[src/hdl/ssce_pkg.sv]
package ssce_pkg;

    localparam int STATE_BITS  = 8;
    localparam int INPUT_BITS  = 4;
    localparam int OUTPUT_BITS = 8;

    localparam int SYMBOL_W = 4;
    localparam int LOAD_W   = 8;
    localparam int CODE_W   = 8;
    localparam int NOW_W    = 8;

    localparam int A_W = STATE_BITS * STATE_BITS;
    localparam int B_W = STATE_BITS * INPUT_BITS;
    localparam int C_W = OUTPUT_BITS * STATE_BITS;
    localparam int D_W = OUTPUT_BITS * INPUT_BITS;

    localparam int DATA_W = 64;
    localparam int ADDR_W = 5;
    localparam int IDX_W  = 2;

    localparam logic [IDX_W-1:0] REG_A = 2'd0;
    localparam logic [IDX_W-1:0] REG_B = 2'd1;
    localparam logic [IDX_W-1:0] REG_C = 2'd2;
    localparam logic [IDX_W-1:0] REG_D = 2'd3;

    localparam logic CMD_ENCODE = 1'b0;
    localparam logic CMD_LOAD   = 1'b1;

    typedef struct packed {
        logic                  is_load;
        logic [INPUT_BITS-1:0] symbol;
        logic [STATE_BITS-1:0] load_value;
    } t_op;

    typedef struct packed {
        logic [A_W-1:0] a;
        logic [B_W-1:0] b;
        logic [C_W-1:0] c;
        logic [D_W-1:0] d;
    } t_cfg;

    function automatic logic [STATE_BITS-1:0] f_next_state(
        t_cfg                  cfg,
        logic [STATE_BITS-1:0] x,
        logic [INPUT_BITS-1:0] u
    );
        logic [STATE_BITS-1:0] res;
        res = '0;
        for (int i = 0; i < STATE_BITS; i++) begin
            res[i] = (^(cfg.a[i*STATE_BITS +: STATE_BITS] & x))
                   ^ (^(cfg.b[i*INPUT_BITS +: INPUT_BITS] & u));
        end
        return res;
    endfunction

    function automatic logic [OUTPUT_BITS-1:0] f_code_word(
        t_cfg                  cfg,
        logic [STATE_BITS-1:0] x,
        logic [INPUT_BITS-1:0] u
    );
        logic [OUTPUT_BITS-1:0] res;
        res = '0;
        for (int i = 0; i < OUTPUT_BITS; i++) begin
            res[i] = (^(cfg.c[i*STATE_BITS +: STATE_BITS] & x))
                   ^ (^(cfg.d[i*INPUT_BITS +: INPUT_BITS] & u));
        end
        return res;
    endfunction

endpackage

[src/hdl/state_space_convolutional_encoder_unit.sv]
// Channel   Direction  Handshake          Payload
// input     in         i_valid / o_ready  i_command, i_symbol_in, i_load_value
// result    out        o_valid / i_ready  o_code_word, o_state_now
// config    in         APB psel/penable   paddr, pwdata, prdata (64-bit data bus)
//
// One word per cycle is sustained unless the result stalls; an accepted word passes
// from the input register through the queue into the result register on the output.
// Reset is synchronous and clears the matrices, the state and all valid flags.
// A stalled result register holds the queue, and a full queue stalls the input.
module state_space_convolutional_encoder_unit (
    input  logic                         i_clk,
    input  logic                         i_rst_n,
    input  logic                         i_valid,
    output logic                         o_ready,
    input  logic                         i_command,
    input  logic [ssce_pkg::SYMBOL_W-1:0] i_symbol_in,
    input  logic [ssce_pkg::LOAD_W-1:0]  i_load_value,
    output logic                         o_valid,
    input  logic                         i_ready,
    output logic [ssce_pkg::CODE_W-1:0]  o_code_word,
    output logic [ssce_pkg::NOW_W-1:0]   o_state_now,
    input  logic                         psel,
    input  logic                         penable,
    input  logic                         pwrite,
    input  logic [ssce_pkg::ADDR_W-1:0]  paddr,
    input  logic [ssce_pkg::DATA_W-1:0]  pwdata,
    output logic [ssce_pkg::DATA_W-1:0]  prdata,
    output logic                         pready
);
    import ssce_pkg::*;

    t_cfg w_cfg;
    t_op  w_front_op;
    t_op  w_queue_op;
    logic w_push;
    logic w_q_ready;
    logic w_q_valid;
    logic w_pop;

    ssce_cfg u_cfg (
        .i_clk   (i_clk),
        .i_rst_n (i_rst_n),
        .psel    (psel),
        .penable (penable),
        .pwrite  (pwrite),
        .paddr   (paddr),
        .pwdata  (pwdata),
        .prdata  (prdata),
        .pready  (pready),
        .o_cfg   (w_cfg)
    );

    ssce_front u_front (
        .i_clk        (i_clk),
        .i_rst_n      (i_rst_n),
        .i_valid      (i_valid),
        .o_ready      (o_ready),
        .i_command    (i_command),
        .i_symbol_in  (i_symbol_in),
        .i_load_value (i_load_value),
        .o_push       (w_push),
        .o_op         (w_front_op),
        .i_q_ready    (w_q_ready)
    );

    ssce_queue u_queue (
        .i_clk   (i_clk),
        .i_rst_n (i_rst_n),
        .i_push  (w_push),
        .i_op    (w_front_op),
        .o_ready (w_q_ready),
        .o_valid (w_q_valid),
        .o_op    (w_queue_op),
        .i_pop   (w_pop)
    );

    ssce_back u_back (
        .i_clk       (i_clk),
        .i_rst_n     (i_rst_n),
        .i_cfg       (w_cfg),
        .i_q_valid   (w_q_valid),
        .i_op        (w_queue_op),
        .o_pop       (w_pop),
        .o_valid     (o_valid),
        .i_ready     (i_ready),
        .o_code_word (o_code_word),
        .o_state_now (o_state_now)
    );

endmodule

[src/hdl/ssce_cfg.sv]
module ssce_cfg (
    input  logic                         i_clk,
    input  logic                         i_rst_n,
    input  logic                         psel,
    input  logic                         penable,
    input  logic                         pwrite,
    input  logic [ssce_pkg::ADDR_W-1:0]  paddr,
    input  logic [ssce_pkg::DATA_W-1:0]  pwdata,
    output logic [ssce_pkg::DATA_W-1:0]  prdata,
    output logic                         pready,
    output ssce_pkg::t_cfg               o_cfg
);
    import ssce_pkg::*;

    logic [A_W-1:0]   r_a;
    logic [B_W-1:0]   r_b;
    logic [C_W-1:0]   r_c;
    logic [D_W-1:0]   r_d;
    logic [IDX_W-1:0] w_index;
    logic             w_write;

    assign pready  = 1'b1;
    assign w_index = paddr[ADDR_W-1 -: IDX_W];
    assign w_write = psel && penable && pwrite;

    always_ff @(posedge i_clk) begin
        if (!i_rst_n) begin
            r_a <= '0;
            r_b <= '0;
            r_c <= '0;
            r_d <= '0;
        end else if (w_write) begin
            case (w_index)
                REG_A:   r_a <= pwdata[A_W-1:0];
                REG_B:   r_b <= pwdata[B_W-1:0];
                REG_C:   r_c <= pwdata[C_W-1:0];
                REG_D:   r_d <= pwdata[D_W-1:0];
                default: ;
            endcase
        end
    end

    always_comb begin
        prdata = '0;
        case (w_index)
            REG_A:   prdata = DATA_W'(r_a);
            REG_B:   prdata = DATA_W'(r_b);
            REG_C:   prdata = DATA_W'(r_c);
            REG_D:   prdata = DATA_W'(r_d);
            default: prdata = '0;
        endcase
    end

    assign o_cfg = '{a: r_a, b: r_b, c: r_c, d: r_d};

endmodule

[src/hdl/ssce_front.sv]
module ssce_front (
    input  logic                          i_clk,
    input  logic                          i_rst_n,
    input  logic                          i_valid,
    output logic                          o_ready,
    input  logic                          i_command,
    input  logic [ssce_pkg::SYMBOL_W-1:0] i_symbol_in,
    input  logic [ssce_pkg::LOAD_W-1:0]   i_load_value,
    output logic                          o_push,
    output ssce_pkg::t_op                 o_op,
    input  logic                          i_q_ready
);
    import ssce_pkg::*;

    logic r_valid;
    t_op  r_op;
    t_op  n_op;
    logic w_take;

    assign o_ready = !r_valid || i_q_ready;
    assign w_take  = i_valid && o_ready;

    always_comb begin
        n_op.is_load    = (i_command == CMD_LOAD);
        n_op.symbol     = i_symbol_in[INPUT_BITS-1:0];
        n_op.load_value = i_load_value[STATE_BITS-1:0];
    end

    always_ff @(posedge i_clk) begin
        if (!i_rst_n) begin
            r_valid <= 1'b0;
        end else if (o_ready) begin
            r_valid <= i_valid;
        end
    end

    always_ff @(posedge i_clk) begin
        if (w_take) begin
            r_op <= n_op;
        end
    end

    assign o_push = r_valid;
    assign o_op   = r_op;

endmodule

[src/hdl/ssce_queue.sv]
module ssce_queue (
    input  logic          i_clk,
    input  logic          i_rst_n,
    input  logic          i_push,
    input  ssce_pkg::t_op i_op,
    output logic          o_ready,
    output logic          o_valid,
    output ssce_pkg::t_op o_op,
    input  logic          i_pop
);
    import ssce_pkg::*;

    t_op        r_mem [2];
    logic       r_wr_ptr;
    logic       r_rd_ptr;
    logic [1:0] r_count;
    logic       w_wr;
    logic       w_rd;

    assign o_ready = (r_count != 2'd2);
    assign o_valid = (r_count != 2'd0);
    assign w_wr    = i_push && o_ready;
    assign w_rd    = i_pop && o_valid;
    assign o_op    = r_mem[r_rd_ptr];

    always_ff @(posedge i_clk) begin
        if (!i_rst_n) begin
            r_wr_ptr <= 1'b0;
            r_rd_ptr <= 1'b0;
            r_count  <= 2'd0;
        end else begin
            if (w_wr) begin
                r_wr_ptr <= !r_wr_ptr;
            end
            if (w_rd) begin
                r_rd_ptr <= !r_rd_ptr;
            end
            r_count <= r_count + 2'(w_wr) - 2'(w_rd);
        end
    end

    always_ff @(posedge i_clk) begin
        if (w_wr) begin
            r_mem[r_wr_ptr] <= i_op;
        end
    end

    a_count_bound: assert property (@(posedge i_clk) disable iff (!i_rst_n)
        r_count != 2'd3)
        else $error("queue count out of range");

    a_fill: assert property (@(posedge i_clk) disable iff (!i_rst_n)
        (w_wr && !w_rd && r_count == 2'd1) |=> !o_ready)
        else $error("queue did not report full");

    a_drain: assert property (@(posedge i_clk) disable iff (!i_rst_n)
        (w_rd && !w_wr && r_count == 2'd1) |=> !o_valid)
        else $error("queue did not report empty");

endmodule

[src/hdl/ssce_back.sv]
module ssce_back (
    input  logic                        i_clk,
    input  logic                        i_rst_n,
    input  ssce_pkg::t_cfg              i_cfg,
    input  logic                        i_q_valid,
    input  ssce_pkg::t_op               i_op,
    output logic                        o_pop,
    output logic                        o_valid,
    input  logic                        i_ready,
    output logic [ssce_pkg::CODE_W-1:0] o_code_word,
    output logic [ssce_pkg::NOW_W-1:0]  o_state_now
);
    import ssce_pkg::*;

    logic [STATE_BITS-1:0]  r_state;
    logic [STATE_BITS-1:0]  n_state;
    logic [OUTPUT_BITS-1:0] r_code_word;
    logic [OUTPUT_BITS-1:0] n_code_word;
    logic                   r_out_valid;

    assign o_pop = i_q_valid && (!r_out_valid || i_ready);

    always_comb begin
        if (i_op.is_load) begin
            n_state     = i_op.load_value;
            n_code_word = '0;
        end else begin
            n_state     = f_next_state(i_cfg, r_state, i_op.symbol);
            n_code_word = f_code_word(i_cfg, r_state, i_op.symbol);
        end
    end

    always_ff @(posedge i_clk) begin
        if (!i_rst_n) begin
            r_state     <= '0;
            r_out_valid <= 1'b0;
        end else begin
            if (o_pop) begin
                r_state     <= n_state;
                r_out_valid <= 1'b1;
            end else if (i_ready) begin
                r_out_valid <= 1'b0;
            end
        end
    end

    always_ff @(posedge i_clk) begin
        if (o_pop) begin
            r_code_word <= n_code_word;
        end
    end

    assign o_valid     = r_out_valid;
    assign o_code_word = CODE_W'(r_code_word);
    assign o_state_now = NOW_W'(r_state);

    a_load_state: assert property (@(posedge i_clk) disable iff (!i_rst_n)
        (o_pop && i_op.is_load) |=> (r_state == $past(i_op.load_value)))
        else $error("load did not set the state");

    a_load_zero: assert property (@(posedge i_clk) disable iff (!i_rst_n)
        (o_pop && i_op.is_load) |=> (r_code_word == '0))
        else $error("load word carries a nonzero code word");

    a_hold: assert property (@(posedge i_clk) disable iff (!i_rst_n)
        (r_out_valid && !i_ready) |=> ($stable(r_state) && r_out_valid))
        else $error("state moved while a result was stalled");

endmodule
[config.mk]
export PLATFORM = sky130hd
export DESIGN_NAME = state_space_convolutional_encoder_unit
export DESIGN_NICKNAME = d
export VERILOG_FILES = /design/src/hdl/ssce_pkg.sv /design/src/hdl/state_space_convolutional_encoder_unit.sv /design/src/hdl/ssce_cfg.sv /design/src/hdl/ssce_front.sv /design/src/hdl/ssce_queue.sv /design/src/hdl/ssce_back.sv
export SDC_FILE = /design/constraint.sdc
export NUM_CORES = 1
export LEC_CHECK = 0
export ABC_AREA = 1
export BUFFER_PORTS_ARGS = -buffer_cell sky130_fd_sc_hd__buf_2
export CORE_ASPECT_RATIO = 1.1
export CORE_UTILIZATION = 40
export CTS_CLUSTER_DIAMETER = 100
export DETAILED_ROUTE_END_ITERATION = 7
export SLEW_MARGIN = 10
export SYNTH_ARGS = -nofsm -noshare
export SYNTH_HDL_FRONTEND = slang
export SYNTH_SLANG_ARGS = --single-unit
[constraint.sdc]
create_clock -name i_clk -period 2.2 [get_ports i_clk]
set_input_delay 0.11 -clock i_clk [delete_from_list [all_inputs] [get_ports i_clk]]
set_output_delay 0.11 -clock i_clk [all_outputs]
set_load 0.05 [all_outputs]
; Yosys cells after proc, flatten, opt, wreduce, memory -nomap -nowiden
; Memories as Yosys holds them, arrays and structs flattened. A register that Yosys moved wholly into a read port is not among the register bits.
; Index checks and enable logic that the tools add are counted.
; Widths: inputs -> output; s select.
[totals]
ff_bits = 227
ramBits = 26
in_bits = 89
output_inout_bits = 83
elab_cells = 128
memories = 1
[memory_table]
columns = memory, depth, word_bits, rd, rd_clocked_by_memory_dff, wr, line
row1 = u_queue.r_mem, 2, 13, 1, 1, 1, ssce_queue.sv:13  ; t_op r_mem [2];
[op_classes]
n_addsub = 2
n_eq_ne = 4
mux = 8
bitwise_logic = 48
reduce_logical = 51
[ops]
columns = op, count
row1 = $pmux 64 s4, 1
row2 = $and 8x8->8, 16
row3 = $reduce_xor 8->1, 16
row4 = $and 4x4->4, 16
row5 = $reduce_xor 4->1, 16
row6 = $xor 1x1->1, 16
row7 = $mux 8, 1
row8 = $reduce_and 2->1, 4
row9 = $logic_and 1x1->1, 6
row10 = $mux 1, 6
row11 = $eq 2x2->1 const B, 2
row12 = $logic_not 1->1, 4
row13 = $reduce_bool 2->1, 2
row14 = $add 2x1->2, 1
row15 = $eq 2x1->1 const B, 1
row16 = $logic_not 2->1, 1
row17 = $logic_or 1x1->1, 2
row18 = $ne 2x2->1 const B, 1
row19 = $sub 2x1->2, 1

; Depth between registers and ports, before layout
[logic_depth]
ltp_word = 6
mapped_depth = 14
mapped_depth_nobuf = 12

; By module
; From an unflattened synthesis, not the netlist that was laid out.
[hier_totals]
cells_unflattened = 2299
hier_area_um2 = 15014.4
[by_module_without_submodules]
columns = mod, instances, cells_per_inst, area_per_inst_um2
row1 = ssce_cfg, 1, 1336, 8877.3
row2 = ssce_back, 1, 867, 4476.8
row3 = ssce_queue, 1, 76, 1218.7
row4 = ssce_front, 1, 20, 441.7

; Worst setup path before layout
; Ideal clock, no wire load.
[synth_timing]
path_kind = register to register
from = register u_back.r_out_valid (netlist: u_back.o_valid)
to = register u_queue.r_count[1]
arrival_time_ps = 2158
t_required_ps = 2130
setup_slack_ps = -28
path_stages_with_launch = 10
path_buffers = 0
period_less_slack_ps = 2228
cell_sequence = dfxtp_1 > inv_1 > nor2_1 > a21oi_1 > ha_1 > inv_1 > ha_1 > xor2_1 > o21ai_0 > a21oi_1
[synth_between]
elab_chain_cells = 5
[synth_rtl]
columns = element, line
row1 = "start, declared", ssce_back.sv:19  ; logic r_out_valid;
row2 = "start signal, assigned", ssce_back.sv:36  ; r_out_valid <= 1'b0;
row3 = "start signal, assigned", ssce_back.sv:40  ; r_out_valid <= 1'b1;
row4 = "start signal, assigned", ssce_back.sv:42  ; r_out_valid <= 1'b0;
row5 = $logic_not 1->1, ssce_back.sv:21  ; assign o_pop = i_q_valid && (!r_out_valid || i_ready);
row6 = $logic_or 1x1->1, ssce_back.sv:21
row7 = $logic_and 1x1->1, ssce_back.sv:21
row8 = via u_back.o_pop, ssce_back.sv:7  ; output logic o_pop,
row9 = $logic_and 1x1->1, ssce_queue.sv:23  ; assign w_rd = i_pop && o_valid;
row10 = $sub 2x1->2, ssce_queue.sv:38  ; r_count <= r_count + 2'(w_wr) - 2'(w_rd);
row11 = "end signal, assigned", ssce_queue.sv:38
row12 = "end, declared", ssce_queue.sv:16  ; logic [1:0] r_count;
; The timed path passes the listed nets, and every way through them passes these cells.
; A chain may end at the register's enable or synchronous reset.

==> impl_results.md <==
* Design area at between 15,000 and 20,000 µm²
* Most frequent CP cell: nor2_1
* Yosys top cell area share at 0.299
* Yosys warnings at 0
* Failing checks: DRC
* Critical path class: reg2reg
* Synth cell types at 35
* Initial antenna violation count at 0
* Die Span X at 180 µm
* Synthesis-stage register bit count at 254
* Root Buffer: clkbuf_16
* WL/cell at 16.7 µm
* Clock slew at reported path FFs at 0.06 ns
* Pleak at 8.22 nW
* Placed inst area at 15,300 µm²
* Hold crit path type: in2reg
* Final core utilization at 0.499
* Gr usage total at 0.259
* Non-Filler Instances at 2,797
* Die area at 35,400 µm²
* IO Pins at around 170
* Most common cell in the synthesized netlist: nand2_1
* Drt total wl at roughly 47 mm
* Slew Limit Fails at 0
* GR Overflow Total at 0
* Pre-antenna DRT Iters at 8
* Ys flop type: dfxtp_1
* Final count of hold timing violations at 0
* Largest net degree at the start of global routing at 110
* Mean post-synth cell area at 6.55 µm²
* Num CTS Buffers at 29
* Synth area leader: dfxtp_1
* Die height at around 200 µm
* Slew of the pin with the lowest slew margin at around 0.8 ns
* RSZ-0062 raised after global routing: no
* Post-layout net count at 2,430
* Clk_lat worst skew at ~0.56 ns
* Worst slew margin at 0.480
* Crit-path max cell delay at 0.51 ns
* Vias in the first global route at about 13,000
* Antenna diodes at 0
* Initial Util at 0.406
* Worst-path cell chain: inv_6 > nand2_4 > nand2_2 > nor2_1 > xor2_1 > xnor2_1 > and2_0 > nor2_1
* Clock sink total at 254
* Pwr/cell area at 812 nW/µm²
* Synth Cell Area at between 10,000 and 15,000 µm²
* # DRC at 7
* RD Place Congestion at roughly 0.83
* Placed Instances at 2,666
* Worst Skew at 0.0153 ns
* Vias at 14,400
* Seq/Total Area, Yosys at 0.400
* Worst Path Buf+Inv at 1
* Placement Setup Slack at 0.213 ns
* CP max FO at 14
* # rows at between 70 and 80
* Crit path max-delay family: simple AND/OR/NAND/NOR gates
* H-tree depth at 1
* CP max stage cell: dfxtp_1
* 1st-iter DRT viols at 1,064
* Setup WS post-layout at 0.187 ns
* WP data arrival at 2.32 ns
* Port Buffers at approximately 170
* Post-CTS setup repair buffer count at 0
* Post-CTS sizing at 0
* CTS tree: yes
* Crit start category: register
* Final Power at 13.9 mW
* Synth top area cells: dfxtp_1 30%, nand2_1 21%, edfxtp_1 10%
* Post-synth EDFFs at 47
* Post-synth ARST share at 0
* Max Cap Violations at 0
* CORE AREA at 34,200 µm²
* Worst hold slack at 0.281 ns
* Dpl hpwl at around 30 mm
* Outcome: finished with violations
* Commonest cells in the netlist: 769 x nand2_1, 312 x nor2_1, 207 x dfxtp_1
* Setup crit end kind: register
* Final worst path period share at 0.915
* Vias per cell at between 5 and 6
* First-pass GRT wire length at ~70 mm
* Setup TNS at 0 ns
* Clock tree buffer depth at 3
* Synthesized Nets at 2,208
* Max VDD drop at 0.606 mV
* Hold-fix buffers, CTS at 80
* Post-Synthesis Cells at 2,117
* CP required at 2.50 ns
* FMAX at 497 MHz
* Finish-stage setup viols at 0
* Routed Antenna Nets at 0
* P&R area growth vs syn at 23.1%
* Minimum clock period after layout at 2.01 ns
* Layout cells sized above 1 at 0.120
==> power breakdown <==
part           leakage [nW]  switching [mW]  internal, mW
Sequential             2.12           0.229          5.10
Combinational          5.64            2.67          1.08
Clock                 0.456            1.93          2.85
Total                  8.22            4.84          9.02
==> cell type report <==
cell class              count  area, µm²
clock buffers              44        842
repair buffers            292       2150
clock inverters             7       88.8
well taps                 438        548
inverters                 183        692
flip-flops and latches    254       5560
fillers                  3338      17100
multi-input cells        1579       7200
==> flip-flops by register name (all words and copies together), names as in the netlist, named ones only <==
signal / count
u_cfg.r_a: 64
u_cfg.r_c: 64
u_cfg.r_b: 32
u_cfg.r_d: 32
u_queue.r_mem: 26
u_front.o_op: 13
u_back.o_code_word: 8
u_back.o_state_now: 8
u_queue.r_count: 2
u_back.o_valid: 1
u_front.o_push: 1
u_queue.r_rd_ptr: 1
u_queue.r_wr_ptr: 1
==> layer usage <==
metal	global-route usage	share of wire	vias up
met3	0.0450	0.069	89
met2	0.448	0.46	477
met1	0.323	0.43	6672
met4	0.0964	0.034	0
met5	0	0	-
li1	-	-	7123
==> logic make-up (layout without fill, tap and decap cells) <==
group / Yosys count / count (layout) / share of synthesized area
and+or+nand+nor: 1145 / 1145 / 0.321
AOI/OAI and AO/OA: 352 / 352 / 0.145
buffers and inverters: 284 / 526 / 0.0814
DFF: 254 / 254 / 0.400
xor gates and xnor gates: 79 / 79 / 0.0499
adders and majority gates: 2 / 2 / 0.00180
other: 1 / 1 / 0.000270
==> placed cells by master (no fill, tap or decap), types with 2 or more instances in the layout <==
master	count
xor2_1	19
dlygate4sd3_1	80
clkbuf_8	6
clkbuf_16	29
o22ai_1	2
a31oi_1	8
o21ai_0	194
bufinv_16	2
o2111ai_1	32
nand2_2	6
o21ai_1	4
nor2_4	4
nand3_1	42
clkinv_2	3
nand2_1	769
a22o_1	30
buf_2	166
dfxtp_1	207
inv_2	8
a21oi_1	80
nand2_4	3
edfxtp_1	47
clkbuf_1	9
buf_12	14
and2_1	2
and2_0	2
ha_1	2
buf_4	32
inv_1	173
xnor2_1	60
nor2_2	3
nor2_1	311
==> worst paths after layout <==
path	end	cells past startpoint	startpoint	slack [ns]
hold reg to reg	u_queue.r_mem[1][3]	0	u_front.o_op[3]	0.45
setup reg to reg	u_back.o_code_word[6]	8	register	0.19
setup / recovery	u_back.o_code_word[6]	8	register	0.19
hold / removal	u_front.o_op[4]	2	i_load_value[4]	0.28
Power figures use the tool's default switching activity.
